==> src/hdl/dsph_pkg.sv <==
// ----------------------------------------------------------------------------
// dsph_pkg: shared types, tables and functions
// DES permutation tables, S-boxes and the transaction record that moves
// along the round cell chain.
// ----------------------------------------------------------------------------
package dsph_pkg;

  localparam int HashRounds = 25;
  localparam int KeyBytes   = 8;
  localparam int NumCells   = HashRounds * 16;

  typedef struct packed {
    logic        valid;
    logic        mode;
    logic [7:0]  salt_first;
    logic [7:0]  salt_second;
    logic [63:0] stored_hash;
    logic [31:0] left;
    logic [31:0] right;
    logic [27:0] key_c;
    logic [27:0] key_d;
  } pkt_t;

  localparam byte unsigned T_IP [64] = '{
    58,50,42,34,26,18,10,2, 60,52,44,36,28,20,12,4,
    62,54,46,38,30,22,14,6, 64,56,48,40,32,24,16,8,
    57,49,41,33,25,17,9,1, 59,51,43,35,27,19,11,3,
    61,53,45,37,29,21,13,5, 63,55,47,39,31,23,15,7};
  localparam byte unsigned T_FP [64] = '{
    40,8,48,16,56,24,64,32, 39,7,47,15,55,23,63,31,
    38,6,46,14,54,22,62,30, 37,5,45,13,53,21,61,29,
    36,4,44,12,52,20,60,28, 35,3,43,11,51,19,59,27,
    34,2,42,10,50,18,58,26, 33,1,41,9,49,17,57,25};
  localparam byte unsigned T_E [48] = '{
    32,1,2,3,4,5, 4,5,6,7,8,9, 8,9,10,11,12,13, 12,13,14,15,16,17,
    16,17,18,19,20,21, 20,21,22,23,24,25, 24,25,26,27,28,29, 28,29,30,31,32,1};
  localparam byte unsigned T_P [32] = '{
    16,7,20,21,29,12,28,17, 1,15,23,26,5,18,31,10,
    2,8,24,14,32,27,3,9, 19,13,30,6,22,11,4,25};
  localparam byte unsigned T_PC1 [56] = '{
    57,49,41,33,25,17,9, 1,58,50,42,34,26,18, 10,2,59,51,43,35,27,
    19,11,3,60,52,44,36, 63,55,47,39,31,23,15, 7,62,54,46,38,30,22,
    14,6,61,53,45,37,29, 21,13,5,28,20,12,4};
  localparam byte unsigned T_PC2 [48] = '{
    14,17,11,24,1,5, 3,28,15,6,21,10, 23,19,12,4,26,8, 16,7,27,20,13,2,
    41,52,31,37,47,55, 30,40,51,45,33,48, 44,49,39,56,34,53, 46,42,50,36,29,32};
  localparam logic T_SHIFT_TWO [16] = '{0,0,1,1,1,1,1,1,0,1,1,1,1,1,1,0};
  localparam logic [3:0] SBOX [8][64] = '{
    '{14,4,13,1,2,15,11,8,3,10,6,12,5,9,0,7, 0,15,7,4,14,2,13,1,10,6,12,11,9,5,3,8,
      4,1,14,8,13,6,2,11,15,12,9,7,3,10,5,0, 15,12,8,2,4,9,1,7,5,11,3,14,10,0,6,13},
    '{15,1,8,14,6,11,3,4,9,7,2,13,12,0,5,10, 3,13,4,7,15,2,8,14,12,0,1,10,6,9,11,5,
      0,14,7,11,10,4,13,1,5,8,12,6,9,3,2,15, 13,8,10,1,3,15,4,2,11,6,7,12,0,5,14,9},
    '{10,0,9,14,6,3,15,5,1,13,12,7,11,4,2,8, 13,7,0,9,3,4,6,10,2,8,5,14,12,11,15,1,
      13,6,4,9,8,15,3,0,11,1,2,12,5,10,14,7, 1,10,13,0,6,9,8,7,4,15,14,3,11,5,2,12},
    '{7,13,14,3,0,6,9,10,1,2,8,5,11,12,4,15, 13,8,11,5,6,15,0,3,4,7,2,12,1,10,14,9,
      10,6,9,0,12,11,7,13,15,1,3,14,5,2,8,4, 3,15,0,6,10,1,13,8,9,4,5,11,12,7,2,14},
    '{2,12,4,1,7,10,11,6,8,5,3,15,13,0,14,9, 14,11,2,12,4,7,13,1,5,0,15,10,3,9,8,6,
      4,2,1,11,10,13,7,8,15,9,12,5,6,3,0,14, 11,8,12,7,1,14,2,13,6,15,0,9,10,4,5,3},
    '{12,1,10,15,9,2,6,8,0,13,3,4,14,7,5,11, 10,15,4,2,7,12,9,5,6,1,13,14,0,11,3,8,
      9,14,15,5,2,8,12,3,7,0,4,10,1,13,11,6, 4,3,2,12,9,5,15,10,11,14,1,7,6,0,8,13},
    '{4,11,2,14,15,0,8,13,3,12,9,7,5,10,6,1, 13,0,11,7,4,9,1,10,14,3,5,12,2,15,8,6,
      1,4,11,13,12,3,7,14,10,15,6,8,0,5,9,2, 6,11,13,8,1,4,10,7,9,5,0,15,14,2,3,12},
    '{13,2,8,4,6,15,11,1,10,9,3,14,5,0,12,7, 1,15,13,8,10,3,7,4,12,5,6,11,0,14,9,2,
      7,11,4,1,9,12,14,2,0,6,10,13,15,3,5,8, 2,1,14,7,4,10,8,13,15,12,9,0,3,5,6,11}};

  function automatic logic [63:0] perm_fp(logic [63:0] x);
    logic [63:0] y;
    for (int i = 0; i < 64; i++) y[63-i] = x[64-int'(T_FP[i])];
    return y;
  endfunction

  function automatic logic [55:0] perm_pc1(logic [63:0] x);
    logic [55:0] y;
    for (int i = 0; i < 56; i++) y[55-i] = x[64-int'(T_PC1[i])];
    return y;
  endfunction

  function automatic logic [47:0] perm_pc2(logic [55:0] x);
    logic [47:0] y;
    for (int i = 0; i < 48; i++) y[47-i] = x[56-int'(T_PC2[i])];
    return y;
  endfunction

  function automatic logic [31:0] feistel(logic [31:0] r, logic [47:0] k);
    logic [47:0] x;
    logic [31:0] s;
    logic [31:0] y;
    logic [5:0]  six;
    for (int i = 0; i < 48; i++) x[47-i] = r[32-int'(T_E[i])];
    x = x ^ k;
    for (int i = 0; i < 8; i++) begin
      six = x[47-6*i -: 6];
      s[31-4*i -: 4] = SBOX[i][{six[5], six[0], six[4:1]}];
    end
    for (int i = 0; i < 32; i++) y[31-i] = s[32-int'(T_P[i])];
    return y;
  endfunction

endpackage

==> src/hdl/dsph_cell.sv <==
// ----------------------------------------------------------------------------
// dsph_cell: one DES round
// Rotates the key halves, forms the subkey and applies one Feistel round.
// The sixteenth round of each encryption keeps its halves unswapped.
// ----------------------------------------------------------------------------
module dsph_cell (
  input  logic           clk,
  input  logic           rst,
  input  logic           en,
  input  logic           shift_two,
  input  logic           last_round,
  input  dsph_pkg::pkt_t d,
  output dsph_pkg::pkt_t q
);
  import dsph_pkg::*;

  logic [27:0] c_rot, d_rot;
  logic [31:0] f_out;
  pkt_t        q_next;

  always_comb begin
    c_rot  = shift_two ? {d.key_c[25:0], d.key_c[27:26]} : {d.key_c[26:0], d.key_c[27]};
    d_rot  = shift_two ? {d.key_d[25:0], d.key_d[27:26]} : {d.key_d[26:0], d.key_d[27]};
    f_out  = feistel(d.right, perm_pc2({c_rot, d_rot}));
    q_next = d;
    q_next.key_c = c_rot;
    q_next.key_d = d_rot;
    if (last_round) begin
      q_next.left  = d.left ^ f_out;
      q_next.right = d.right;
    end else begin
      q_next.left  = d.right;
      q_next.right = d.left ^ f_out;
    end
  end

  always_ff @(posedge clk) begin
    if (rst) begin
      q <= '0;
    end else if (en) begin
      q <= q_next;
    end
  end

  a_hold: assert property (@(posedge clk) disable iff (rst) !en |=> q.valid == $past(q.valid))
    else $error("cell dropped or created a transaction while stalled");
  a_move: assert property (@(posedge clk) disable iff (rst) en |=> q.valid == $past(d.valid))
    else $error("cell did not take its neighbor's transaction");
  a_last: assert property (@(posedge clk) last_round |-> !shift_two)
    else $error("last round of an encryption must use a single-bit rotation");

endmodule

==> config.mk <==
export PLATFORM = sky130hd
export DESIGN_NAME = dsph_cell
export DESIGN_NICKNAME = d
export VERILOG_FILES = /design/src/hdl/dsph_pkg.sv /design/src/hdl/dsph_cell.sv
export SDC_FILE = /design/constraint.sdc
export NUM_CORES = 1
export LEC_CHECK = 0
export ABC_CLOCK_PERIOD_IN_PS = 4600
export BUFFER_PORTS_ARGS = -buffer_cell sky130_fd_sc_hd__buf_2
export CORE_ASPECT_RATIO = 0.75
export CORE_MARGIN = 2
export CORE_UTILIZATION = 54
export DETAILED_ROUTE_END_ITERATION = 10
export PLACE_DENSITY = 0.83
export RECOVER_POWER = 25
export SLEW_MARGIN = 10
export SYNTH_ARGS = -nofsm -noshare
export SYNTH_HDL_FRONTEND = slang
export SYNTH_SLANG_ARGS = --single-unit
==> constraint.sdc <==
create_clock -name clk -period 4.6 [get_ports clk]
set_input_delay 0.92 -clock clk [delete_from_list [all_inputs] [get_ports clk]]
set_output_delay 0.92 -clock clk [all_outputs]
set_load 0.01 [all_outputs]
==> flow_metrics.env, run 1 <==
export IMPL_finalHoldViolations=0
export IMPL_synth_seq_area_share_pct=28.35
export IMPL_grt_usage_pct=34.01
export IMPL_worstSetupPathType="primary input to flop"
export IMPL_drtIter0Drc=1733
export IMPL_cap_violations=1
export IMPL_core_um2=25970
export IMPL_slew_headroom_pct=-62.35
export IMPL_async_flop_share_pct=0
export IMPL_drtPass1Iterations=5
export IMPL_fin_crit_sh_pct=84.76
export IMPL_crit_fanout=17
export IMPL_root_buffer="clkbuf_16"
export IMPL_arrival_ns=4.16
export IMPL_place_port_buffers=408
export IMPL_grt_max_degree=113
export IMPL_hold_depth=1
export IMPL_vias=14150
export IMPL_hpwl_mm=37.75
export IMPL_place_congestion=1.006
export IMPL_synth_main_ff_cell="dfxtp_1"
export IMPL_die_y_um=144.7
export IMPL_cts_hold_buf=0
export IMPL_largest_register_ffs=202
export IMPL_reg_top3="q x202"
export IMPL_dp_slack_ns=0.3477
export IMPL_antenna_found_initial=6
export IMPL_rr_worst_depth=2
export IMPL_drc=0
export IMPL_setup_viol=0
export IMPL_r2r_end="q[82]$_SDFFE_PP0P_"
export IMPL_dieArea_um2=27740
export IMPL_crit_family="buffers and inverters"
export IMPL_clk_latency_ns=0.52
export IMPL_path_buf_inv=3
export IMPL_grt_pass1_vias=12790
export IMPL_cts_setup_buffers=0
export IMPL_fin_nets=2236
export IMPL_outcome="finished with violations"
export IMPL_cp_slowest_cell="mux2i_1"
export IMPL_max_stage_delay_ns=0.52
export IMPL_drtAntennaViolNets=0
export IMPL_area_growth_pct=21.08
export IMPL_slew_viol_final=50
export IMPL_routedWlPerCell_um=21.52
export IMPL_chipWidth_um=191.7
export IMPL_avgSynthCellArea_um2=8.875
export IMPL_synthTopCellsByArea="dfxtp_1, mux2i_1, nor2_1, ha_1, a211oi_1"
export IMPL_violations="capacitance limit, slew limit"
export IMPL_initial_core_util_pct=54.92
export IMPL_worstHoldEndpoint="q[110]$_SDFFE_PP0P_"
export IMPL_yosysTopAreaCellShare_pct=28.35
export IMPL_ys_types=76
export IMPL_ys_ff_latch=202
export IMPL_end_kind="flop"
export IMPL_n_fill_cell=2191
export IMPL_cp_data_required_time_ns=4.87
export IMPL_setup_tns_ns=0
export IMPL_cts_path_max_buffers=3
export IMPL_fin_skew_ns=0
export IMPL_cts_sinks=202
export IMPL_cts_tree="done"
export IMPL_crit_path_start_kind="primary input"
export IMPL_path_clk_slew_ns=0.06
export IMPL_ys_warn_count=0
export IMPL_syn_inst=1607
export IMPL_ff2ff_setup_slack_ns=3.65
export IMPL_htreeDepth=1
export IMPL_ir_worst_vdd_uv=310.5
export IMPL_power_density_nw_per_um2=367.7
export IMPL_rsz0062_at_grt="false"
export IMPL_grt_pass1_wl_mm=73.17
export IMPL_syn_num_nets=1876
export IMPL_hp_class="flop to flop"
export IMPL_min_period_ns=3.899
export IMPL_reg2reg_from="q[82]$_SDFFE_PP0P_"
export IMPL_rows=51
export IMPL_postCtsResizedCells=0
export IMPL_via_per_inst=6.075
export IMPL_crit_chain="buf_4 > buf_12 > mux2i_1 > xnor2_2 > inv_2 > ha_1 > mux2_2 > a2111oi_0 > a311oi_1 > a21oi_1 > xor2_1 > a211oi_1"
export IMPL_layout_drive_gt1_share_pct=25.38
export IMPL_regMostFlops="q"
export IMPL_min_delay_start="q[110]$_SDFFE_PP0P_"
export IMPL_synth_top_area_cell="dfxtp_1"
export IMPL_grt_overflow=0
export IMPL_ff_latch_area_um2=4044
export IMPL_numCtsBuffers=22
export IMPL_synth_edf_count=0
export IMPL_p_leak_nw=7.642
export IMPL_fmaxAchievable_mhz=256.5
export IMPL_synth_area_um2=14260
export IMPL_ios=409
export IMPL_setup_ws_ns=0.7012
export IMPL_worstMarginPinSlew_ns=2.435
export IMPL_wl_mm=50.14
export IMPL_multi_input_comb_area_um2=9437
-- routing by layer --
layer / part of all wire, % / vias up / wire, µm / track usage [%]
met3: 11 / 99 / 5506 / 8.970
met4: 3.0 / 6 / 1524 / 10.28
met2: 44 / 813 / 21840 / 51.43
met1: 42 / 6672 / 21220 / 47.38
met5: 0.090 / - / 45 / 0
li1: - / 6564 / - / -
-- cell usage after synthesis (all sizes together), types with 9 or more instances --
cell    instances
nor2          215
mux4           22
o21ai          83
nand3          36
xnor2          68
xor2           42
or3            13
a311oi         16
a22oi          21
dfxtp         202
clkbuf         69
ha             62
o221ai         10
a211oi         84
buf            53
o211ai         24
o22ai          22
inv            47
mux2i         201
nor2b          10
a21oi          54
o31ai           9
nand2          86
nor3           34
-- power breakdown --
part           internal [mW]  leakage [nW]  total, mW  switching [mW]
clock network           1.26         0.403       2.02           0.759
logic                  0.948          5.57       2.36            1.41
registers               1.89          1.67       1.97          0.0795
total                   4.10          7.64       6.35            2.25
-- metrics by stage --
stage,utilization [%],std cells,instance area (µm²),hold WS [ns],total power [mW]
2_1_floorplan,-,1607,14260,0.4707,3.600
3_3_place_gp,63.82,2287,16580,0.4345,4.275
4_1_cts,66.99,2326,17400,0.4516,6.338
6_report,66.49,2330,17270,0.4526,6.349
5_1_grt,66.46,2327,17260,0.4746,6.627
3_5_place_dp,63.82,2287,16580,0.4377,4.316
-- logic make-up after synthesis --
family          Yosys count  share of synthesized area (%)
simple gates            428                          13.02
buf+inv                 170                          5.334
flops                   202                          28.35
compound gates          404                          19.44
mux                     231                          19.55
fa+ha+maj                62                          5.439
xor+xnor                110                          8.860
-- placed cells by master (no fill, tap or decap), types with 54 or more instances in the layout --
cell      count
buf_2       318
nor2_1      213
dfxtp_1     202
mux2i_1     181
clkbuf_1     92
nand2_1      86
a211oi_1     83
o21ai_0      72
ha_1         62
a21oi_1      54
-- worst max path at each step --
stage / start / to / depth (start not counted)
3_3_place_gp: shift_two / q[69]$_SDFFE_PP0P_ / 12
4_1_cts: shift_two / q[69]$_SDFFE_PP0P_ / 12
3_5_place_dp: shift_two / q[69]$_SDFFE_PP0P_ / 12
2_1_floorplan: shift_two / q[118]$_SDFFE_PP0P_ / 13
6_report: shift_two / q[69]$_SDFFE_PP0P_ / 12
5_1_grt: shift_two / q[101]$_SDFFE_PP0P_ / 12
-- layout make-up --
type | instances | share of cell area (%)
flip-flops and latches | 202 | 23.42
clock inverters | 9 | 1.051
multi-input cells | 1235 | 54.64
well taps | 344 | 2.492
repair buffers | 458 | 13.58
inverters | 48 | 1.043
diodes | 4 | 0.05796
clock buffers | 30 | 3.717
Power figures use the tool's default switching activity.
==> inputs of run 2 (changes only) <==
- ABC_CLOCK_PERIOD_IN_PS: 4600 -> 3530
- CORE_UTILIZATION: 54 -> 48
- PLACE_DENSITY: 0.83 -> 0.78
- clock period: 4.6 -> 3.53 ns (I/O delays scaled with it)
==> run 2 against run 1 <==
Combinational power up 44%. Critical path type unchanged. Clock power is 20% higher. Power increased by 33%. Critical path depth is 1 higher. The run still ends with capacitance limit, slew limit left. Worst hold slack worse by 0.044 ns.
==> flow_metrics.env, run 2 (synthesized netlist as in run 1, its figures left out) <==
export IMPL_drc=0
export IMPL_slew_viol_final=40
export IMPL_postCtsResizedCells=0
export IMPL_min_delay_start="d[128]"
export IMPL_place_congestion=0.9659
export IMPL_largest_register_ffs=202
export IMPL_fin_skew_ns=0
export IMPL_slew_headroom_pct=-16.28
export IMPL_rows=54
export IMPL_reg_top3="q x202"
export IMPL_via_per_inst=5.852
export IMPL_root_buffer="clkbuf_16"
export IMPL_fin_nets=2358
export IMPL_n_fill_cell=2562
export IMPL_ir_worst_vdd_uv=357.4
export IMPL_dieArea_um2=31120
export IMPL_setup_tns_ns=0
export IMPL_drtIter0Drc=1635
export IMPL_vias=14620
export IMPL_violations="capacitance limit, slew limit"
export IMPL_grt_overflow=0
export IMPL_hpwl_mm=40.74
export IMPL_grt_pass1_vias=13860
export IMPL_reg2reg_from="q[82]$_SDFFE_PP0P_"
export IMPL_rsz0062_at_grt="false"
export IMPL_fmaxAchievable_mhz=316.1
export IMPL_multi_input_comb_area_um2=9444
export IMPL_timing_hold_ws_ns=0.4090
export IMPL_grt_usage_pct=32.57
export IMPL_cts_path_max_buffers=3
export IMPL_cp_endpoint="q[65]$_SDFFE_PP0P_"
export IMPL_p_leak_nw=8.337
export IMPL_regMostFlops="q"
export IMPL_power_density_nw_per_um2=461.1
export IMPL_wl_met1_mm=22.85
export IMPL_place_port_buffers=408
export IMPL_layout_drive_gt1_share_pct=31.35
export IMPL_highest_layer="met4"
export IMPL_end_kind="flop"
export IMPL_drtPass1Iterations=5
export IMPL_outcome="finished with violations"
export IMPL_die_y_um=153.3
export IMPL_arrival_ns=3.54
export IMPL_cp_data_required_time_ns=3.91
export IMPL_met2_length_mm=22.93
export IMPL_final_cell_mix="buf_2, nor2_1, dfxtp_1, mux2i_1, buf_4"
export IMPL_cts_setup_buffers=0
export IMPL_min_period_ns=3.163
export IMPL_cts_tree="done"
export IMPL_combPwrFrac_pct=40.5
export IMPL_ff2ff_setup_slack_ns=2.53
export IMPL_cts_sinks=202
export IMPL_htreeDepth=1
export IMPL_p_sw_mw=3.031
export IMPL_cts_hold_buf=0
export IMPL_setup_viol=0
export IMPL_ff_latch_area_um2=4044
export IMPL_r2r_end="q[82]$_SDFFE_PP0P_"
export IMPL_cap_violations=1
export IMPL_numCtsBuffers=22
export IMPL_routedWlPerCell_um=20.96
export IMPL_clk_latency_ns=0.53
export IMPL_dr_wl_met3_mm=4.892
export IMPL_initial_core_util_pct=48.86
export IMPL_core_um2=29190
export IMPL_crit_path_start_kind="primary input"
export IMPL_grt_max_degree=98
export IMPL_fin_crit_sh_pct=89.61
export IMPL_chipWidth_um=203.0
export IMPL_drtAntennaViolNets=0
export IMPL_power_share_switching_pct=36.03
export IMPL_grt_pass1_wl_mm=79.85
export IMPL_finalHoldViolations=0
export IMPL_crit_fanout=14
export IMPL_critPathLaunch="shift_two"
export IMPL_worstSetupPathType="primary input to flop"
export IMPL_worstMarginPinSlew_ns=1.744
export IMPL_wl_mm=52.38
export IMPL_clkPwrFrac_pct=28.9
export IMPL_hp_class="primary input to flop"
export IMPL_p_int_mw=5.382
export IMPL_ios=409
export IMPL_path_clk_slew_ns=0.07
export IMPL_antenna_found_initial=3
export IMPL_area_growth_pct=27.92
export IMPL_rr_worst_depth=2
export IMPL_p_seq_share_pct=30.6
export IMPL_final_common_cell="buf_2"
## run 2: changes by cell type in the layout (fill, tap and decap cells not counted), sizes merged
cell / change
buf: +153
clkinvlp: +1
bufinv: -3
clkinv: +4
clkbuf: -31
diode: -2
inv: -1
## run 2: stage by stage
step / setup slack [ns] / util, % / cell area [µm²] / power [mW] / std cells
final: 0.3668 / 62.51 / 18250 / 8.413 / 2499
after global routing: 0.1505 / 62.51 / 18250 / 8.819 / 2499
after CTS: 0.4988 / 62.86 / 18350 / 8.407 / 2497
after detailed placement: -0.05252 / 60.31 / 17600 / 5.971 / 2457
after global placement: -0.04658 / 60.31 / 17600 / 5.915 / 2457
after floorplan: 0.07920 / - / 14260 / 4.692 / 1607
## run 2: layout make-up
class,count,share of cell area [%]
diodes,2,0.02743
clock buffers,30,3.518
clock inverters,10,0.5623
inverters,48,0.9875
multi-input cells,1235,51.76
flip-flops and latches,202,22.16
well taps,392,2.688
repair buffers,580,18.29
## run 2: power groups by stage
stage,registers (mW),logic [mW],clock network [mW]
global route,2.59,3.69,2.55
CTS,2.57,3.38,2.46
global placement,2.61,3.31,0
finish,2.57,3.41,2.43
detailed placement,2.61,3.36,0
floorplan,2.69,2.01,0
## run 2: worst min path at each step
stage | cells past startpoint | endpoint
after floorplan | 2 | q[57]$_SDFFE_PP0P_
after global placement | 1 | q[110]$_SDFFE_PP0P_
after detailed placement | 1 | q[110]$_SDFFE_PP0P_
after CTS | 3 | q[195]$_SDFFE_PP0P_
after global routing | 3 | q[128]$_SDFFE_PP0P_
final | 3 | q[128]$_SDFFE_PP0P_
## run 2: metal layers
layer	global-route usage, %	vias up
met1	46.30	6983
met5	0	-
met2	49.82	699
li1	-	6835
met3	6.311	107
met4	10.05	0
## run 2: critical path, cell delays in order
cell	delay [ns]
buf_4	0.14
buf_12	0.18
buf_4	0.23
mux2i_1	0.21
clkbuf_1	0.40
xnor2_1	0.24
buf_4	0.23
a311oi_1	0.38
a32oi_1	0.11
o221a_2	0.27
and3_1	0.18
o21ai_0	0.17
a21oi_1	0.09
