### src/hdl/dsph_pkg.sv
// ----------------------------------------------------------------------------
// dsph_pkg: shared types, tables and functions
// DES permutation tables, S-boxes and the transaction record that moves
// along the round cell chain.
// ----------------------------------------------------------------------------
package dsph_pkg;

  localparam int HashRounds = 25;
  localparam int KeyBytes   = 8;
  localparam int NumCells   = HashRounds * 16;

  typedef struct packed {
    logic        valid;
    logic        mode;
    logic [7:0]  salt_first;
    logic [7:0]  salt_second;
    logic [63:0] stored_hash;
    logic [31:0] left;
    logic [31:0] right;
    logic [27:0] key_c;
    logic [27:0] key_d;
  } pkt_t;

  localparam byte unsigned T_IP [64] = '{
    58,50,42,34,26,18,10,2, 60,52,44,36,28,20,12,4,
    62,54,46,38,30,22,14,6, 64,56,48,40,32,24,16,8,
    57,49,41,33,25,17,9,1, 59,51,43,35,27,19,11,3,
    61,53,45,37,29,21,13,5, 63,55,47,39,31,23,15,7};
  localparam byte unsigned T_FP [64] = '{
    40,8,48,16,56,24,64,32, 39,7,47,15,55,23,63,31,
    38,6,46,14,54,22,62,30, 37,5,45,13,53,21,61,29,
    36,4,44,12,52,20,60,28, 35,3,43,11,51,19,59,27,
    34,2,42,10,50,18,58,26, 33,1,41,9,49,17,57,25};
  localparam byte unsigned T_E [48] = '{
    32,1,2,3,4,5, 4,5,6,7,8,9, 8,9,10,11,12,13, 12,13,14,15,16,17,
    16,17,18,19,20,21, 20,21,22,23,24,25, 24,25,26,27,28,29, 28,29,30,31,32,1};
  localparam byte unsigned T_P [32] = '{
    16,7,20,21,29,12,28,17, 1,15,23,26,5,18,31,10,
    2,8,24,14,32,27,3,9, 19,13,30,6,22,11,4,25};
  localparam byte unsigned T_PC1 [56] = '{
    57,49,41,33,25,17,9, 1,58,50,42,34,26,18, 10,2,59,51,43,35,27,
    19,11,3,60,52,44,36, 63,55,47,39,31,23,15, 7,62,54,46,38,30,22,
    14,6,61,53,45,37,29, 21,13,5,28,20,12,4};
  localparam byte unsigned T_PC2 [48] = '{
    14,17,11,24,1,5, 3,28,15,6,21,10, 23,19,12,4,26,8, 16,7,27,20,13,2,
    41,52,31,37,47,55, 30,40,51,45,33,48, 44,49,39,56,34,53, 46,42,50,36,29,32};
  localparam logic T_SHIFT_TWO [16] = '{0,0,1,1,1,1,1,1,0,1,1,1,1,1,1,0};
  localparam logic [3:0] SBOX [8][64] = '{
    '{14,4,13,1,2,15,11,8,3,10,6,12,5,9,0,7, 0,15,7,4,14,2,13,1,10,6,12,11,9,5,3,8,
      4,1,14,8,13,6,2,11,15,12,9,7,3,10,5,0, 15,12,8,2,4,9,1,7,5,11,3,14,10,0,6,13},
    '{15,1,8,14,6,11,3,4,9,7,2,13,12,0,5,10, 3,13,4,7,15,2,8,14,12,0,1,10,6,9,11,5,
      0,14,7,11,10,4,13,1,5,8,12,6,9,3,2,15, 13,8,10,1,3,15,4,2,11,6,7,12,0,5,14,9},
    '{10,0,9,14,6,3,15,5,1,13,12,7,11,4,2,8, 13,7,0,9,3,4,6,10,2,8,5,14,12,11,15,1,
      13,6,4,9,8,15,3,0,11,1,2,12,5,10,14,7, 1,10,13,0,6,9,8,7,4,15,14,3,11,5,2,12},
    '{7,13,14,3,0,6,9,10,1,2,8,5,11,12,4,15, 13,8,11,5,6,15,0,3,4,7,2,12,1,10,14,9,
      10,6,9,0,12,11,7,13,15,1,3,14,5,2,8,4, 3,15,0,6,10,1,13,8,9,4,5,11,12,7,2,14},
    '{2,12,4,1,7,10,11,6,8,5,3,15,13,0,14,9, 14,11,2,12,4,7,13,1,5,0,15,10,3,9,8,6,
      4,2,1,11,10,13,7,8,15,9,12,5,6,3,0,14, 11,8,12,7,1,14,2,13,6,15,0,9,10,4,5,3},
    '{12,1,10,15,9,2,6,8,0,13,3,4,14,7,5,11, 10,15,4,2,7,12,9,5,6,1,13,14,0,11,3,8,
      9,14,15,5,2,8,12,3,7,0,4,10,1,13,11,6, 4,3,2,12,9,5,15,10,11,14,1,7,6,0,8,13},
    '{4,11,2,14,15,0,8,13,3,12,9,7,5,10,6,1, 13,0,11,7,4,9,1,10,14,3,5,12,2,15,8,6,
      1,4,11,13,12,3,7,14,10,15,6,8,0,5,9,2, 6,11,13,8,1,4,10,7,9,5,0,15,14,2,3,12},
    '{13,2,8,4,6,15,11,1,10,9,3,14,5,0,12,7, 1,15,13,8,10,3,7,4,12,5,6,11,0,14,9,2,
      7,11,4,1,9,12,14,2,0,6,10,13,15,3,5,8, 2,1,14,7,4,10,8,13,15,12,9,0,3,5,6,11}};

  function automatic logic [63:0] perm_fp(logic [63:0] x);
    logic [63:0] y;
    for (int i = 0; i < 64; i++) y[63-i] = x[64-int'(T_FP[i])];
    return y;
  endfunction

  function automatic logic [55:0] perm_pc1(logic [63:0] x);
    logic [55:0] y;
    for (int i = 0; i < 56; i++) y[55-i] = x[64-int'(T_PC1[i])];
    return y;
  endfunction

  function automatic logic [47:0] perm_pc2(logic [55:0] x);
    logic [47:0] y;
    for (int i = 0; i < 48; i++) y[47-i] = x[56-int'(T_PC2[i])];
    return y;
  endfunction

  function automatic logic [31:0] feistel(logic [31:0] r, logic [47:0] k);
    logic [47:0] x;
    logic [31:0] s;
    logic [31:0] y;
    logic [5:0]  six;
    for (int i = 0; i < 48; i++) x[47-i] = r[32-int'(T_E[i])];
    x = x ^ k;
    for (int i = 0; i < 8; i++) begin
      six = x[47-6*i -: 6];
      s[31-4*i -: 4] = SBOX[i][{six[5], six[0], six[4:1]}];
    end
    for (int i = 0; i < 32; i++) y[31-i] = s[32-int'(T_P[i])];
    return y;
  endfunction

endpackage

### src/hdl/dsph_keyprep.sv
// ----------------------------------------------------------------------------
// dsph_keyprep: key string assembly stage
// Builds the eight key bytes from password and decimal salt digits, applies
// PC-1 and registers the record that enters the round cell chain.
// ----------------------------------------------------------------------------
module dsph_keyprep (
  input  logic                clk,
  input  logic                rst,
  input  logic                en,
  input  logic                in_valid,
  input  logic                mode,
  input  logic [63:0]         password_bytes,
  input  logic [3:0]          password_length,
  input  logic [7:0]          salt_first,
  input  logic [7:0]          salt_second,
  input  logic [63:0]         stored_hash,
  output dsph_pkg::pkt_t      q
);
  import dsph_pkg::*;

  // Splits a byte into decimal digits, most significant first.
  function automatic logic [11:0] to_digits(logic [7:0] v);
    logic [1:0]  h;
    logic [6:0]  r;
    logic [3:0]  t;
    logic [17:0] m;
    logic [3:0]  o;
    h = (v >= 8'd200) ? 2'd2 : ((v >= 8'd100) ? 2'd1 : 2'd0);
    r = 7'(v - 8'(h) * 8'd100);
    m = 18'(r) * 18'd205;
    t = 4'(m >> 11);
    o = 4'(r - 7'(t) * 7'd10);
    return {2'b00, h, t, o};
  endfunction

  logic [11:0] dg1, dg2;
  logic [1:0]  n1, n2;
  logic [3:0]  len;
  logic [63:0] key;
  pkt_t        q_next;

  always_comb begin
    int j;
    dg1 = to_digits(salt_first);
    dg2 = to_digits(salt_second);
    n1  = (salt_first >= 8'd100) ? 2'd3 : ((salt_first >= 8'd10) ? 2'd2 : 2'd1);
    n2  = (salt_second >= 8'd100) ? 2'd3 : ((salt_second >= 8'd10) ? 2'd2 : 2'd1);
    len = (password_length > 4'd8) ? 4'd8 : password_length;
    key = '0;
    for (int k = 0; k < KeyBytes; k++) begin
      j = k - int'(len);
      if (k < int'(len)) begin
        key[63-8*k -: 8] = password_bytes[63-8*k -: 8];
      end else if (j < int'(n1)) begin
        key[63-8*k -: 8] = {4'h3, dg1[4*(int'(n1)-1-j) +: 4]};
      end else if (j - int'(n1) < int'(n2)) begin
        key[63-8*k -: 8] = {4'h3, dg2[4*(int'(n2)-1-(j-int'(n1))) +: 4]};
      end
    end
    q_next.valid       = in_valid;
    q_next.mode        = mode;
    q_next.salt_first  = salt_first;
    q_next.salt_second = salt_second;
    q_next.stored_hash = stored_hash;
    q_next.left        = '0;
    q_next.right       = '0;
    {q_next.key_c, q_next.key_d} = perm_pc1(key);
  end

  always_ff @(posedge clk) begin
    if (rst) begin
      q <= '0;
    end else if (en) begin
      q <= q_next;
    end
  end

endmodule

### config.mk
export PLATFORM = sky130hd
export DESIGN_NAME = dsph_keyprep
export DESIGN_NICKNAME = d
export VERILOG_FILES = /design/src/hdl/dsph_pkg.sv /design/src/hdl/dsph_keyprep.sv
export SDC_FILE = /design/constraint.sdc
export NUM_CORES = 1
export LEC_CHECK = 0
export ABC_CLOCK_PERIOD_IN_PS = 23800
export BUFFER_PORTS_ARGS = -buffer_cell sky130_fd_sc_hd__buf_2
export CAP_MARGIN = 20
export CORE_MARGIN = 10
export CORE_UTILIZATION = 52
export CTS_CLUSTER_SIZE = 25
export DETAILED_ROUTE_END_ITERATION = 10
export PLACE_DENSITY = 0.78
export RECOVER_POWER = 25
export SYNTH_ARGS = -nofsm -noshare
export SYNTH_HDL_FRONTEND = slang
export SYNTH_SLANG_ARGS = --single-unit
### constraint.sdc
create_clock -name clk -period 23.8 [get_ports clk]
set_input_delay 4.76 -clock clk [delete_from_list [all_inputs] [get_ports clk]]
set_output_delay 4.76 -clock clk [all_outputs]
set_load 0.01 [all_outputs]
==> flow_summary.ini, run 1 <==
[sta]
clock.fmax_mhz = 83.6
rsz0062_at_grt = false
slew_viol_final = 90
finClkSkew_ns = 0
relSlewSlack_pct = -218
worst_slew_pin_slew_ns = 4.78
layout_min_cycle_time_ns = 11.96
setup_viol = 0
finalHoldViolCount = 0
finalCritPeriodShare_pct = 50.2
tns_ns = 0

[yosys]
synth_edf_count = 0
synthesis.area_sq_um = 10800
syn_area_per_cell_sq_um = 8.56
syn_inst = 1258
yosysUniqueCellTypes = 78
synth_ff_type = dfxtp_1
yosysWarnings = 0
seq_area_frac_synth_pct = 25.7
async_reset_ff_share_pct = 0
ys_ff_latch = 138

[placement]
dpl.hpwl_um = 26700
place_area_sq_um = 12100
portBuffers = 282
gp_congestion = 0.943

[hold_path]
min_to = q[4]
hold_class = flop to flop
hold_depth = 2
hp-start = q[4]

[setup_path]
crit_path_start_kind = input pin
cpMostUsedCell = inv_1
reg2reg_depth = 2
reg2reg_from = q[23]
slowest_stage = o21ai_0
critPathArrivalTime_ns = 12.31
path_max_fanout = 7
slowest_delay_ns = 0.67
endpoint_kind = flop
crit_type = input pin to flop
crit_required_ns = 24.15
r2r_slack_ns = 22.74
r2r-end = q[23]

[detailed_routing]
firstDrtPassIters = 8
ant_nets = 0
viasPerCell = 5.46
wl_per_cell_um = 18.7
drtIter0Drc = 735
drc = 0
num_vias = 9853
routed_wl_um = 33700

[clocking]
htreeDepth = 4
clkSinkCount = 138
hold_buffers = 0
cts_root_buffer = clkbuf_16
cts_tree = yes
post_cts_buffers = 0
clk_pin_slew_worst_paths_ns = 0.06
clk_path_buf_depth = 2
numCtsBuffers = 17
post_cts_resized = 0
insertion_delay_ns = 0.42

[finish]
area_growth_pct = 17.4
multi_input_area_sq_um = 7150
nNetsFinal = 1823
reg.largest.list = q: 138 flops
drive_gt1_share_pct = 19.4
final_cell_mix = buf_2, nor2_1, dfxtp_1, ha_1, inv_1
fin_util_pct = 62.3
final_common_cell = buf_2
finalInstanceArea_sq_um = 12600
seq_area_sq_um = 2760
largest_reg_flops = 138
regMostFlops = q
n_fill_cell = 1776

[floorplanning]
core_sq_um = 20300
core.rowCount = 52
fp.dieH_um = 164
dieArea_sq_um = 26900
dieWidth_um = 164
start_util_pct = 53.0
ioPinCount = 355

[grt]
busiest_layer = met2
use_met3_pct = 5.86
grt_pass1_wl_um = 51300
grt_antenna_before_repair = 0
grt_use_total_pct = 23.6
grt_pass1_vias = 9748
grt_max_degree = 90
grt_use_met2_pct = 40.8
grt-ovfl-total = 0
use_met1_pct = 28.6

[power]
p_leak_nw = 6.34
p_per_area_nw_per_um2 = 96.7
vdd_ir_drop_max_mv = 0.0629

[run_status]
violations = max-capacitance violations, max-slew violations
outcome = complete, but fails checks

[flow_run]
cap_violations = 1
stage by stage:
step	hold WS (ns)	total power [mW]	worst slack, ns	std cells
after detailed placement	0.446	0.932	11.52	1769
after global placement	0.435	0.912	11.63	1769
after CTS	0.454	1.22	11.94	1801
after global routing	0.486	1.32	11.34	1801
after floorplan	0.470	0.769	12.62	1332
final	0.459	1.22	11.84	1803
report_power, final:
group / total [mW] / leakage, nW / internal (mW) / switching, mW
clock network: 0.279 / 0.302 / 0.160 / 0.119
logic: 0.689 / 4.90 / 0.273 / 0.416
registers: 0.255 / 1.14 / 0.247 / 0.00823
cell type report:
type | count | area share, %
diodes | 2 | 0.0396
multi-input cells | 976 | 56.6
clock inverters | 15 | 1.58
flip-flops and latches | 138 | 21.9
clock buffers | 17 | 3.37
repair buffers | 286 | 11.0
inverters | 99 | 2.94
well taps | 270 | 2.67
worst max path at each step:
stage               slack [ns]  cells after the start    end      startpoint
floorplan                12.62                     30   q[7]  salt_second[4]
global placement         11.63                     33   q[8]   salt_first[3]
detailed placement       11.52                     31   q[8]   salt_first[3]
CTS                      11.94                     31   q[8]   salt_first[3]
global route             11.34                     33  q[10]   salt_first[3]
finish                   11.84                     31   q[8]   salt_first[3]
per-layer routing:
metal	vias up	wire [um]
li1	4767	-
met1	4624	13500
met2	414	16700
met3	48	2930
met4	0	511
met5	-	0
Yosys cell counts (8+ instances only):
cell      count  area share [%]
buf_4        67             4.7
a211oi_1     31             2.2
inv_1        99             3.5
xor2_1       22             1.8
or3_1        12            0.70
nand3_1      24             1.1
a221oi_1      8            0.65
o211ai_1      8            0.56
a21oi_1      72             3.3
o22ai_1       8            0.46
ha_1        120              14
nor2b_1      12            0.70
nor4_1        8            0.46
fa_1         32             5.9
xnor2_1      19             1.5
nand2b_1     10            0.58
o21ai_0      41             1.9
a21o_1       12            0.84
nor2_1      158             5.5
nor3_1       30             1.4
mux2i_1      86             8.0
clkbuf_1     35             1.2
dfxtp_1     138              26
nand2_1      71             2.5
worst max-delay path: cells and delay by family:
family                   cells  cell delay [ns]
AO/OA/AOI/OAI                8             2.65
buffers and inverters        7             0.83
AND/OR/NAND/NOR              2             0.29
adder cells (fa/ha/maj)      9             2.80
XOR/XNOR                     5             0.96
kinds of logic (layout without fill, tap and decap cells):
logic type,count (synthesis),count (layout),synth area share [%]
and+or+nand+nor,369,369,16.0
other,1,77,0.0348
DFF,138,138,25.7
buffers and inverters,218,417,10.5
AOI/OAI and AO/OA,239,239,14.7
muxes,91,91,8.55
adders and majority gates,157,157,20.4
xor gates and xnor gates,45,45,4.18
Note: power is estimated with default switching activity, not from simulation.
==> run 2: changes to the inputs <==
--- a/config.mk
+++ b/config.mk
@@ -5,7 +5,8 @@
 export SDC_FILE = /design/constraint.sdc
 export NUM_CORES = 1
 export LEC_CHECK = 0
-export ABC_CLOCK_PERIOD_IN_PS = 23800
+export ABC_AREA = 1
+export ABC_CLOCK_PERIOD_IN_PS = 12100
 export BUFFER_PORTS_ARGS = -buffer_cell sky130_fd_sc_hd__buf_2
 export CAP_MARGIN = 20
 export CORE_MARGIN = 10
==> constraint.sdc (replaced) <==
create_clock -name clk -period 12.1 [get_ports clk]
set_input_delay 2.42 -clock clk [delete_from_list [all_inputs] [get_ports clk]]
set_output_delay 2.42 -clock clk [all_outputs]
set_load 0.01 [all_outputs]
==> run 2 against run 1 <==
Effect of this change: worst setup slack lost 8.6 ns; sequential power grew 97%; clock skew is the same; die area grew 1.1%; final cell count grew 17%; the flow now finishes without violations; combinational power grew 93%; critical path type unchanged; register-to-register slack lost 11 ns; via count grew 10%; area after synthesis grew 1.2%; non-clock buffer count shrank 1; global-route usage grew 1.4 points; sequential cell count is the same.
==> flow_summary.ini, run 2 <==
[grt]
grt_max_degree = 99
grt_use_total_pct = 25.0
grt_antenna_before_repair = 1
grt-ovfl-total = 0
grt_pass1_wl_um = 54400
grt_pass1_vias = 10200

[placement]
dpl.hpwl_um = 29100
gp_congestion = 0.950
place_inst = 2072
portBuffers = 282

[sta]
relSlewSlack_pct = 41.6
finalHoldViolCount = 0
worst_slew_pin_slew_ns = 0.872
rsz0062_at_grt = false
finClkSkew_ns = 0
tns_ns = 0
slew_viol_final = 0
clock.fmax_mhz = 112
finalCritPeriodShare_pct = 73.5
setup_viol = 0
layout_min_cycle_time_ns = 8.89

[setup_path]
cpLargestDelayFamily = adder cells
crit_type = input pin to flop
path_max_fanout = 7
crit_required_ns = 12.37
slowest_stage = fa_1
r2r_slack_ns = 11.37
reg2reg_depth = 2
endpoint_kind = flop
r2r-end = q[121]
slowest_delay_ns = 0.51
critical_path_buf_inv_count = 7
critPathArrivalTime_ns = 9.16
crit_path_start_kind = input pin
reg2reg_from = q[121]
cpMostUsedCell = nand2_1

[clocking]
hold_buffers = 0
cts_tree = yes
clk_path_buf_depth = 2
insertion_delay_ns = 0.42
cts_root_buffer = clkbuf_16
post_cts_resized = 0
numCtsBuffers = 17
clk_pin_slew_worst_paths_ns = 0.06
clkSinkCount = 138
htreeDepth = 4
post_cts_buffers = 0

[detailed_routing]
firstDrtPassIters = 5
ant_nets = 0
viasPerCell = 5.17
drtIter0Drc = 854
drc = 0
routed_wl_um = 36100
wl_per_cell_um = 17.1
num_vias = 10900

[yosys]
yosysUniqueCellTypes = 53
netlist.top_cell.by_area = dfxtp_1
synthTopCellsByCount = nand2_1, nor2_1, inv_1
ys_ff_latch = 138
synthTopCellsByArea = dfxtp_1, ha_1, nand2_1, nor2_1, o21ai_0
syn_inst = 1559
synth_ff_type = dfxtp_1
synth_top_area_share_pct = 25.3
yosysMostFrequentCell = nand2_1
syn_area_per_cell_sq_um = 6.99
synthesis.area_sq_um = 10900
seq_area_frac_synth_pct = 25.3
async_reset_ff_share_pct = 0
yosysWarnings = 0
synth_edf_count = 0

[power]
vdd_ir_drop_max_mv = 0.108
p_total_mw = 2.40
p_per_area_nw_per_um2 = 188
p_leak_nw = 6.71

[finish]
final_cell_mix = nand2_1, nor2_1, buf_2, inv_1
nNetsFinal = 2126
final_cells = 2105
n_fill_cell = 1898
seq_area_sq_um = 2760
multi_input_area_sq_um = 6990
reg.largest.list = q: 138 flops
final_common_cell = nand2_1
drive_gt1_share_pct = 15.2
fin_util_pct = 62.6
area_growth_pct = 17.3
largest_reg_flops = 138
regMostFlops = q

[floorplanning]
start_util_pct = 53.4
core.rowCount = 52
fp.dieH_um = 165
dieWidth_um = 165
core_sq_um = 20400
ioPinCount = 355
dieArea_sq_um = 27200

[run_status]
outcome = completed

[hold_path]
min_to = q[26]
hold_depth = 2
hp-start = q[26]
hold_class = flop to flop

[flow_run]
cap_violations = 0
[run 2: stage by stage]
step	hold WS [ns]	setup slack [ns]	area [sq um]
6_report	0.463	3.21	12800
5_1_grt	0.481	2.58	12800
4_1_cts	0.464	3.26	12900
3_5_place_dp	0.454	2.87	12200
3_3_place_gp	0.448	2.92	12200
2_1_floorplan	0.488	3.94	11200
[run 2: worst max-delay path by stage]
stage | end | from | cells past startpoint
floorplan | q[9] | salt_first[2] | 37
global placement | q[16] | salt_second[3] | 33
detailed placement | q[16] | salt_second[3] | 34
CTS | q[5] | salt_first[3] | 38
global route | q[8] | salt_first[3] | 39
finish | q[5] | salt_first[3] | 38
[run 2: worst register-to-register path, cell delays in order, from the launching register on]
cell	delay (ns)
dfxtp_1	0.31
o21ai_0	0.22
nor2_1	0.08
[run 2: area by class of cell]
class	instances	area share (%)
Multi-Input combinational cell	1190	54.6
Inverter	189	5.56
Tap cell	270	2.64
Clock buffer	17	3.33
Timing Repair Buffer	285	10.6
Antenna cell	2	0.0391
Clock inverter	14	1.64
Sequential cell	138	21.6
[run 2: metal layers]
layer	up-vias	share of wire, %	global-route usage (%)
li1	5426	-	-
met1	4972	42	32.8
met2	442	48	40.9
met3	46	8.8	5.00
met4	0	1.9	6.80
met5	-	0	0
[run 2: cells by family after synthesis]
family | after synthesis | share of synthesized area (%)
and+or+nand+nor | 638 | 24.5
buffers and inverters | 305 | 13.1
AOI/OAI and AO/OA | 290 | 14.4
adders and majority gates | 152 | 19.7
DFF | 138 | 25.3
xor gates and xnor gates | 35 | 2.95
other | 1 | 0.0344
[run 2: power breakdown]
part / internal, mW / total [mW] / leakage, nW / switching [mW]
clock network: 0.351 / 0.571 / 0.306 / 0.220
registers: 0.487 / 0.503 / 1.14 / 0.0154
logic: 0.463 / 1.33 / 5.27 / 0.864
==> run 3: changes to the inputs <==
--- a/config.mk
+++ b/config.mk
@@ -5,8 +5,8 @@
 export SDC_FILE = /design/constraint.sdc
 export NUM_CORES = 1
 export LEC_CHECK = 0
-export ABC_AREA = 1
-export ABC_CLOCK_PERIOD_IN_PS = 12100
+export ABC_AREA = 0
+export ABC_CLOCK_PERIOD_IN_PS = 8950
 export BUFFER_PORTS_ARGS = -buffer_cell sky130_fd_sc_hd__buf_2
 export CAP_MARGIN = 20
 export CORE_MARGIN = 10
==> constraint.sdc (replaced) <==
create_clock -name clk -period 8.95 [get_ports clk]
set_input_delay 1.79 -clock clk [delete_from_list [all_inputs] [get_ports clk]]
set_output_delay 1.79 -clock clk [all_outputs]
set_load 0.01 [all_outputs]
==> run 3 against run 2 <==
Effect of this change: core utilization down 0.24 points; largest cell class unchanged; worst hold slack got worse by 0.010 ns; global-route usage is 1.0 points lower; clock power up 26%; the flow now finishes with violations (max-capacitance violations, max-slew violations); non-clock buffer count grew 8; clock skew unchanged; sequential cell count did not move; critical endpoint is now q[11]; critical path depth shrank 7; power up 36%; final cell count down 14%.
==> flow_summary.ini, run 3 (synthesis results as in run 1) <==
[setup_path]
crit_required_ns = 9.23
crit_path_start_kind = input pin
path_max_fanout = 6
critPathArrivalTime_ns = 8.73
slowest_stage = o31ai_1
critical_path_buf_inv_count = 6
endpoint_kind = flop
cpMostUsedCell = ha_1
cpLargestDelayFamily = adder cells
crit_type = input pin to flop
slowest_delay_ns = 0.56

[grt]
grt-ovfl-total = 0
grt_antenna_before_repair = 0
grt_pass1_vias = 9886
grt_use_total_pct = 24.0
grt_max_degree = 93
grt_pass1_wl_um = 52000

[clocking]
numCtsBuffers = 17
post_cts_buffers = 0
clk_pin_slew_worst_paths_ns = 0.07
htreeDepth = 4
cts_tree = yes
post_cts_resized = 0
clkSinkCount = 138
insertion_delay_ns = 0.42
cts_root_buffer = clkbuf_16
clk_path_buf_depth = 2
hold_buffers = 0

[placement]
portBuffers = 282
gp_congestion = 0.960
dpl.hpwl_um = 27100
place_area_sq_um = 12100
place_ws_ns = 0.132

[floorplanning]
start_util_pct = 53.0
dieArea_sq_um = 26900
core_sq_um = 20300
ioPinCount = 355
fp.dieH_um = 164
dieWidth_um = 164
core.rowCount = 52

[detailed_routing]
drtIter0Drc = 697
firstDrtPassIters = 8
ant_nets = 0
drc = 0
wl_per_cell_um = 18.8
routed_wl_um = 34000
num_vias = 10000
viasPerCell = 5.54

[finish]
final_cell_mix = buf_2, nor2_1, dfxtp_1, ha_1, inv_1
final_common_cell = buf_2
regMostFlops = q
nNetsFinal = 1830
finalInstanceArea_sq_um = 12700
reg.largest.list = q: 138 flops
drive_gt1_share_pct = 18.8
largest_reg_flops = 138
area_growth_pct = 17.6

[power]
p_leak_nw = 6.31
p_per_area_nw_per_um2 = 258
vdd_ir_drop_max_mv = 0.154

[run_status]
violations = max-capacitance violations, max-slew violations
outcome = complete, but fails checks

[sta]
layout_min_cycle_time_ns = 8.45
clock.fmax_mhz = 118
tns_ns = 0
slew_viol_final = 79
setup_viol = 0
finalHoldViolCount = 0
fin_ws_ns = 0.498
rsz0062_at_grt = false
finClkSkew_ns = 0
worst_slew_pin_slew_ns = 4.48
relSlewSlack_pct = -198
finalCritPeriodShare_pct = 94.4

[flow_run]
cap_violations = 1

[hold_path]
hold_class = flop to flop
run 3: power breakdown:
group	total (mW)	switching, mW	leakage [nW]	internal, mW
combinational	1.87	1.12	4.87	0.751
clock	0.722	0.341	0.299	0.380
sequential	0.678	0.0217	1.14	0.656
total	3.27	1.48	6.31	1.79
run 3: tightest hold or removal path, delay by kind of cell (launching register included):
kind,cells,cell delay (ns)
DFF,1,0.31
and+or+nand+nor,1,0.05
AOI/OAI and AO/OA,1,0.05
run 3: worst paths after layout:
check	from	end	slack [ns]	cells after the start
setup / recovery	salt_second[3]	q[11]	0.50	31
hold / removal	q[4]	q[4]	0.45	2
setup reg to reg	q[23]	q[23]	7.86	2
hold reg to reg	q[4]	q[4]	0.45	2
run 3: final cells by class:
type / count / area [sq um]
Fill cell: 1764 / 7640
Tap cell: 270 / 338
Timing Repair Buffer: 293 / 1420
Clock buffer: 17 / 425
Multi-Input combinational cell: 976 / 7150
Clock inverter: 15 / 189
Inverter: 99 / 372
Antenna cell: 1 / 2.50
Sequential cell: 138 / 2760
run 3: layer usage:
metal  vias up  wire [um]  global-route usage, %
met5         -          0                      0
met4         0        862                   8.20
met3        72       3110                   6.61
met2       424      16600                   40.8
met1      4756      13400                   28.5
li1       4769          -                      -
run 3: through the flow:
| stage | instances | utilization [%] | hold slack [ns] | power, mW |
|---|---|---|---|---|
| 6_report | 1809 | 62.4 | 0.453 | 3.27 |
| 5_1_grt | 1808 | 62.3 | 0.479 | 3.50 |
| 4_1_cts | 1808 | 62.8 | 0.451 | 3.25 |
| 3_5_place_dp | 1776 | 59.7 | 0.442 | 2.52 |
| 3_3_place_gp | 1776 | 59.7 | 0.437 | 2.46 |
| 2_1_floorplan | 1332 | - | 0.470 | 2.05 |
